$ cat src/hdl/fadd_pkg.sv
`default_nettype none
package fadd_pkg;

  typedef struct packed {
    logic [31:0] operand_a;
    logic [31:0] operand_b;
  } in_t;

  typedef struct packed {
    logic [31:0] sum_bits;
    logic        exponent_wrapped;
  } out_t;

  // aligned operands, stage 1 -> 2
  typedef struct packed {
    logic        bypass;
    logic [31:0] bypass_bits;
    logic        sa;
    logic        sb;
    logic [7:0]  exp;
    logic [23:0] ma;
    logic [23:0] mb;
  } align_t;

  // signed magnitude sum, stage 2 -> 3
  typedef struct packed {
    logic        bypass;
    logic [31:0] bypass_bits;
    logic        sign;
    logic [9:0]  exp;
    logic [24:0] mag;
  } sum_t;

endpackage
`default_nettype wire

$ cat src/hdl/float32_add_truncating_top.sv
// Pipeline: align, add and normalize results are registered in s1, s2 and out_data (valid bits v1, v2, out_valid).
// Throughput: one transfer per cycle; stall freezes the pipeline as a whole.
// Reset: rst (synchronous) clears all stage valid bits; data registers are not reset.
`default_nettype none
module float32_add_truncating_top (
  input  wire                   clk,
  input  wire                   rst,
  input  wire                   in_valid,
  output logic                  in_stall,
  input  wire fadd_pkg::in_t    in_data,
  output logic                  out_valid,
  input  wire                   out_stall,
  output fadd_pkg::out_t        out_data
);
  fadd_pkg::align_t a_next, s1;
  fadd_pkg::sum_t   m_next, s2;
  fadd_pkg::out_t   r_next;
  logic v1, v2, adv;

  fadd_align  u_align  (.in_item(in_data), .aligned(a_next));
  fadd_addsub u_addsub (.aligned(s1), .sum(m_next));
  fadd_norm   u_norm   (.sum(s2), .result(r_next));

  assign adv = !(out_valid && out_stall);
  assign in_stall = !adv;

  always_ff @(posedge clk) begin
    if (rst) begin
      v1 <= 1'b0;
      v2 <= 1'b0;
      out_valid <= 1'b0;
    end else if (adv) begin
      v1 <= in_valid;
      v2 <= v1;
      out_valid <= v2;
    end
  end

  always_ff @(posedge clk) begin
    if (adv) begin
      s1 <= a_next;
      s2 <= m_next;
      out_data <= r_next;
    end
  end

  a_hold: assert property (@(posedge clk) disable iff (rst)
    out_valid && out_stall |=> out_valid && $stable(out_data))
    else $error("output changed under stall");
  a_flow: assert property (@(posedge clk) disable iff (rst)
    adv && v2 |=> out_valid)
    else $error("stage 2 item lost");
  a_freeze: assert property (@(posedge clk) disable iff (rst)
    !adv |=> $stable(v1) && $stable(v2))
    else $error("pipeline moved under stall");
endmodule
`default_nettype wire

$ cat src/hdl/fadd_align.sv
`default_nettype none
module fadd_align (
  input  wire fadd_pkg::in_t    in_item,
  output fadd_pkg::align_t      aligned
);
  logic [7:0]  ea, eb, shift_amt;
  logic [23:0] ma, mb;
  logic        za, zb, a_small;

  always_comb begin
    ea = in_item.operand_a[30:23];
    eb = in_item.operand_b[30:23];
    ma = {1'b1, in_item.operand_a[22:0]};
    mb = {1'b1, in_item.operand_b[22:0]};
    za = (ea == 8'd0) && (in_item.operand_a[22:0] == 23'd0);
    zb = (eb == 8'd0) && (in_item.operand_b[22:0] == 23'd0);
    a_small = ea < eb;
    shift_amt = a_small ? (eb - ea) : (ea - eb);
    aligned.bypass = za || zb;
    aligned.bypass_bits = za ? in_item.operand_b : in_item.operand_a;
    aligned.sa = in_item.operand_a[31];
    aligned.sb = in_item.operand_b[31];
    aligned.exp = a_small ? eb : ea;
    aligned.ma = ma;
    aligned.mb = mb;
    if (a_small) begin
      aligned.ma = (shift_amt >= 8'd24) ? 24'd0 : (ma >> shift_amt);
    end else begin
      aligned.mb = (shift_amt >= 8'd24) ? 24'd0 : (mb >> shift_amt);
    end
  end
endmodule
`default_nettype wire

$ cat src/hdl/fadd_addsub.sv
`default_nettype none
module fadd_addsub (
  input  wire fadd_pkg::align_t aligned,
  output fadd_pkg::sum_t        sum
);
  always_comb begin
    sum.bypass = aligned.bypass;
    sum.bypass_bits = aligned.bypass_bits;
    sum.exp = {2'b00, aligned.exp};
    if (aligned.sa == aligned.sb) begin
      sum.sign = aligned.sa;
      sum.mag = {1'b0, aligned.ma} + {1'b0, aligned.mb};
    end else if (aligned.ma > aligned.mb) begin
      sum.sign = aligned.sa;
      sum.mag = {1'b0, aligned.ma - aligned.mb};
    end else begin
      sum.sign = aligned.sb;
      sum.mag = {1'b0, aligned.mb - aligned.ma};
    end
  end
endmodule
`default_nettype wire

$ cat src/hdl/fadd_norm.sv
`default_nettype none
module fadd_norm (
  input  wire fadd_pkg::sum_t sum,
  output fadd_pkg::out_t      result
);
  logic [23:0] m;
  logic [9:0]  e;
  logic [4:0]  lz;
  logic        found;

  always_comb begin
    if (sum.mag[24]) begin
      m = sum.mag[24:1];
      e = sum.exp + 10'd1;
    end else begin
      m = sum.mag[23:0];
      e = sum.exp;
    end
    lz = 5'd0;
    found = 1'b0;
    for (int i = 23; i >= 0; i--) begin
      if (!found && m[i]) begin
        found = 1'b1;
        lz = 5'(23 - i);
      end
    end
    m = m << lz;
    e = e - {5'd0, lz};
    if (sum.bypass) begin
      result.sum_bits = sum.bypass_bits;
      result.exponent_wrapped = 1'b0;
    end else if (sum.mag == 25'd0) begin
      result.sum_bits = 32'd0;
      result.exponent_wrapped = 1'b0;
    end else begin
      result.sum_bits = {sum.sign, e[7:0], m[22:0]};
      result.exponent_wrapped = e[9] || e[8];
    end
  end
endmodule
`default_nettype wire
$ cat config.mk
export PLATFORM = sky130hd
export DESIGN_NAME = float32_add_truncating_top
export DESIGN_NICKNAME = d
export VERILOG_FILES = /design/src/hdl/fadd_pkg.sv /design/src/hdl/float32_add_truncating_top.sv /design/src/hdl/fadd_align.sv /design/src/hdl/fadd_addsub.sv /design/src/hdl/fadd_norm.sv
export SDC_FILE = /design/constraint.sdc
export NUM_CORES = 1
export LEC_CHECK = 0
export BUFFER_PORTS_ARGS = -buffer_cell sky130_fd_sc_hd__buf_2
export CORE_UTILIZATION = 55
export CTS_BUF_LIST = sky130_fd_sc_hd__clkbuf_4
export DETAILED_ROUTE_END_ITERATION = 10
export MAX_ROUTING_LAYER = met4
export PLACE_DENSITY = 0.79
export SKIP_LAST_GASP = 1
export SYNTH_ARGS = -nofsm -noshare
export SYNTH_HDL_FRONTEND = slang
export SYNTH_HIERARCHICAL = 1
export SYNTH_SLANG_ARGS = --single-unit
export TNS_END_PERCENT = 10
$ cat constraint.sdc
create_clock -name clk -period 6.7 [get_ports clk]
set_input_delay 1.005 -clock clk [delete_from_list [all_inputs] [get_ports clk]]
set_output_delay 1.005 -clock clk [all_outputs]
set_load 0.03 [all_outputs]
==> results by group <==
CTS
  – Root Buffer: clkbuf_4
  – Total CTS buffers: 17
  – Clk sinks: 196
  – Worst-Skew Late Latency: 610 ps
  – Clock Tree Buf Depth: 2
  – Number of post-CTS setup repair buffers: 0
  – Clock H-tree levels: 4
  – CTS tree: yes
  – Clk slew on worst S/H paths: 190 ps
  – Post-CTS Hold Fix Bufs: 0
  – Post_cts resized: 0

Yosys
  – Async SR Flop Fraction: 0%
  – YS warnings: 6
  – Top_reg_cell synth: edfxtp_1
  – Yosys cell types: 109
  – Post-Syn Area per Cell: 9.69 sq um
  – EDFF count, synth: 193
  – Post-synthesis cell area: 16,800 sq um
  – Number of synthesized register bits: 196
  – Syn Inst Count: 1,734
  – Seq/Total Area, Yosys: 34.8%

Drt
  – Via count: 14,677
  – Initial DRT Pass Iterations: 6
  – First DRT Iteration DRCs: 1,994
  – Remaining DRCs: 0
  – Drt wl/cell: 24.9 microns
  – Final wirelength: 53.2 mm
  – Antenna Nets Post-Route: 0
  – Drt via density: 6.88

STA
  – Final setup TNS: 0 ps
  – Tmin final: 5410 ps
  – F_max: 185 MHz
  – Unrepaired setup endpoints after global routing: false
  – Final worst path period share: 80.8%
  – Final hold violations: 0
  – Tightest Pin Transition: 1100 ps
  – Fin. max-slew vios: 0
  – Worst Skew: 33.6 ps
  – Slew margin rel.: 26.3%
  – Endpoints failing setup: 0

Worst setup path
  – WP data arrival: 5850 ps
  – Crit-path most repeated cell: nor2_1
  – Worst path buffer plus inverter count: 2
  – Critical-path cell list: buf_4, mux2i_1, o211ai_2, a211oi_1, a211o_1, inv_2, fa_1, a21o_1, a21oi_1, nor2b_1, nor3_1, nor2_1, a31oi_1, nor2_1, a311oi_1
  – CP delay by family, top: compound AO/OA/AOI/OAI gates
  – Worst path required time: 7140 ps
  – Setup crit end kind: register
  – Crit-path max cell delay: 1080 ps
  – Setup Crit Path Kind: reg2reg
  – Startpoint Class: register
  – CP Max Fanout: 32
  – Worst path slowest cell: edfxtp_1

Global route
  – Remaining Overflow, GRT: 0
  – GRT Total Usage: 34.7%
  – Vias in the first global route: 13,424
  – Largest net degree at the start of global routing: 109
  – First-pass GRT wire length: 79.3 mm
  – Initial antenna violation count: 1

Power and ir drop
  – Peak VDD IR: 0.137 mV
  – Leakage: 0.00708 uW
  – P per Cell Area: 339 nW/um^2
  – Total power: 5920 uW

Finish
  – Layout Cells excl Fill: 2,133
  – Fraction of layout cells with a size suffix above 1: 16.1%
  – Area Overhead vs Synth: 3.83%
  – Fill count: 2,548
  – Storage cell area: 5860 sq um
  – Fin nets: 1,899
  – Multi-input gate area: 9720 sq um

Floorplanning
  – DIE WIDTH: 177 microns
  – IO Count: 103
  – Die Y-Extent: 177 microns
  – Die area: 31,300 sq um
  – FP Rows: 63
  – Initial cell density of the core: 56.2%
  – Core footprint: 29,900 sq um

Outcome
  – Status: completed

Min path
  – Worst Hold Class: reg2reg

Run
  – Max Cap Viol: 0

Place
  – Port-buffer cells: 102
  – Routability cong.: 1.03
  – Hpwl dp: 40.0 mm
  – Dpl cells: 2,099
-- path summary, 6_finish.rpt --
path	startpoint	to	slack, ps	depth (start not counted)
worst max-delay path	s2[24]$_DFFE_PN_	out_data[0]$_DFFE_PN_	1290	15
worst min-delay path	s1[61]$_DFFE_PN_	s2[39]$_DFFE_PN_	440	0
worst max register to register	s2[24]$_DFFE_PN_	out_data[0]$_DFFE_PN_	1290	15
worst min register to register	s1[61]$_DFFE_PN_	s2[39]$_DFFE_PN_	440	0
-- per-stage QoR --
step / instance area (sq um) / setup WS (ps) / hold WS [ps] / util [%]
after global placement: 17100 / 1590 / 402 / 57.2
after global routing: 17400 / 980 / 443 / 58.4
after floorplan: 16800 / 1930 / 437 / -
final: 17400 / 1290 / 437 / 58.4
after detailed placement: 17100 / 1490 / 405 / 57.2
after CTS: 17400 / 1450 / 439 / 58.4
-- kinds of logic after synthesis --
family / count (synthesis) / synth area share, %
multiplexers: 127 / 11.0
buffers and inverters: 249 / 7.59
AO/OA/AOI/OAI: 521 / 22.1
AND/OR/NAND/NOR: 495 / 14.2
adder cells (fa/ha/maj): 103 / 7.94
other: 1 / 0.0223
XOR/XNOR: 42 / 2.19
flip-flops: 196 / 34.8
-- worst reg2reg max path, cell delays in order, from the launching register on --
cell and delay (ps):
edfxtp_1 1080, buf_4 380, mux2i_1 320, o211ai_2 140, a211oi_1 330, a211o_1 660, inv_2 350, fa_1 520
a21o_1 190, a21oi_1 210, nor2b_1 70, nor3_1 390, nor2_1 100, a31oi_1 200, nor2_1 70, a311oi_1 250
-- flip-flops by register name, indices dropped and copies added, names as in the netlist --
register	count
s1	91
v2	1
out_valid	1
out_data	33
s2	69
v1	1
-- layout by cell type (no fill, tap or decap), drive strengths merged, types with 18 or more instances in the layout --
cell    netlist  layout
nor3         28      28
ha           97      97
nand2b       22      22
nor4         21      21
buf         101     118
a211oi       18      18
nand2       169     169
o211ai       27      27
mux2         23      23
mux2i        61      61
edfxtp      193     193
a21o         53      53
nor2b        23      23
o31ai        22      22
o21ai       106     106
inv         104     112
a21oi       110     110
nor2        131     131
xnor2        30      30
nand4        21      21
mux4         43      43
nand3        32      32
-- metal layers --
layer | global-route usage, % | share of wire, % | vias to the layer above | routed length [microns]
li1 | - | - | 6466 | -
met1 | 45.8 | 41 | 6999 | 21800
met2 | 52.1 | 44 | 1019 | 23600
met3 | 5.93 | 9.6 | 193 | 5090
met4 | 16.0 | 5.1 | 0 | 2700
met5 | - | 0 | - | 0
-- cells in the mapped netlist (all sizes together) (13+ instances only) --
cell type  instances  share of area, %
mux2              23               1.6
mux2i             61               3.7
inv              104               2.3
clkbuf            43              0.96
o211ai            27               1.3
buf              101               4.3
nand4             21              0.86
xnor2             30               1.6
nor2b             23              0.86
a211oi            18              0.83
o21bai            14              0.65
nand2            169               3.8
nand3             32              0.98
ha                97               7.2
o21ai            106               3.3
nor2             131               2.9
a21o              53               2.4
a21oi            110               3.4
o221ai            13              0.68
a31oi             16              0.60
edfxtp           193                34
mux4              43               5.8
nand2b            22              0.86
nor3              28              0.96
o31ai             22               1.0
nor4              21              0.95
-- report_power, final --
part / total, uW / switching (uW) / internal (uW)
logic: 3230 / 2050 / 1180
clock network: 719 / 493 / 226
registers: 1980 / 272 / 1700
total: 5920 / 2810 / 3110
-- cell type report --
class / count / share of cell area, %
timing repair buffer: 118 / 3.61
antenna: 2 / 0.0287
sequential: 196 / 33.6
inverter: 105 / 2.27
clock inverter: 15 / 1.27
clock buffer: 17 / 0.731
tap: 390 / 2.80
multi-input combinational: 1290 / 55.7
(Power assumes the default switching activity.)
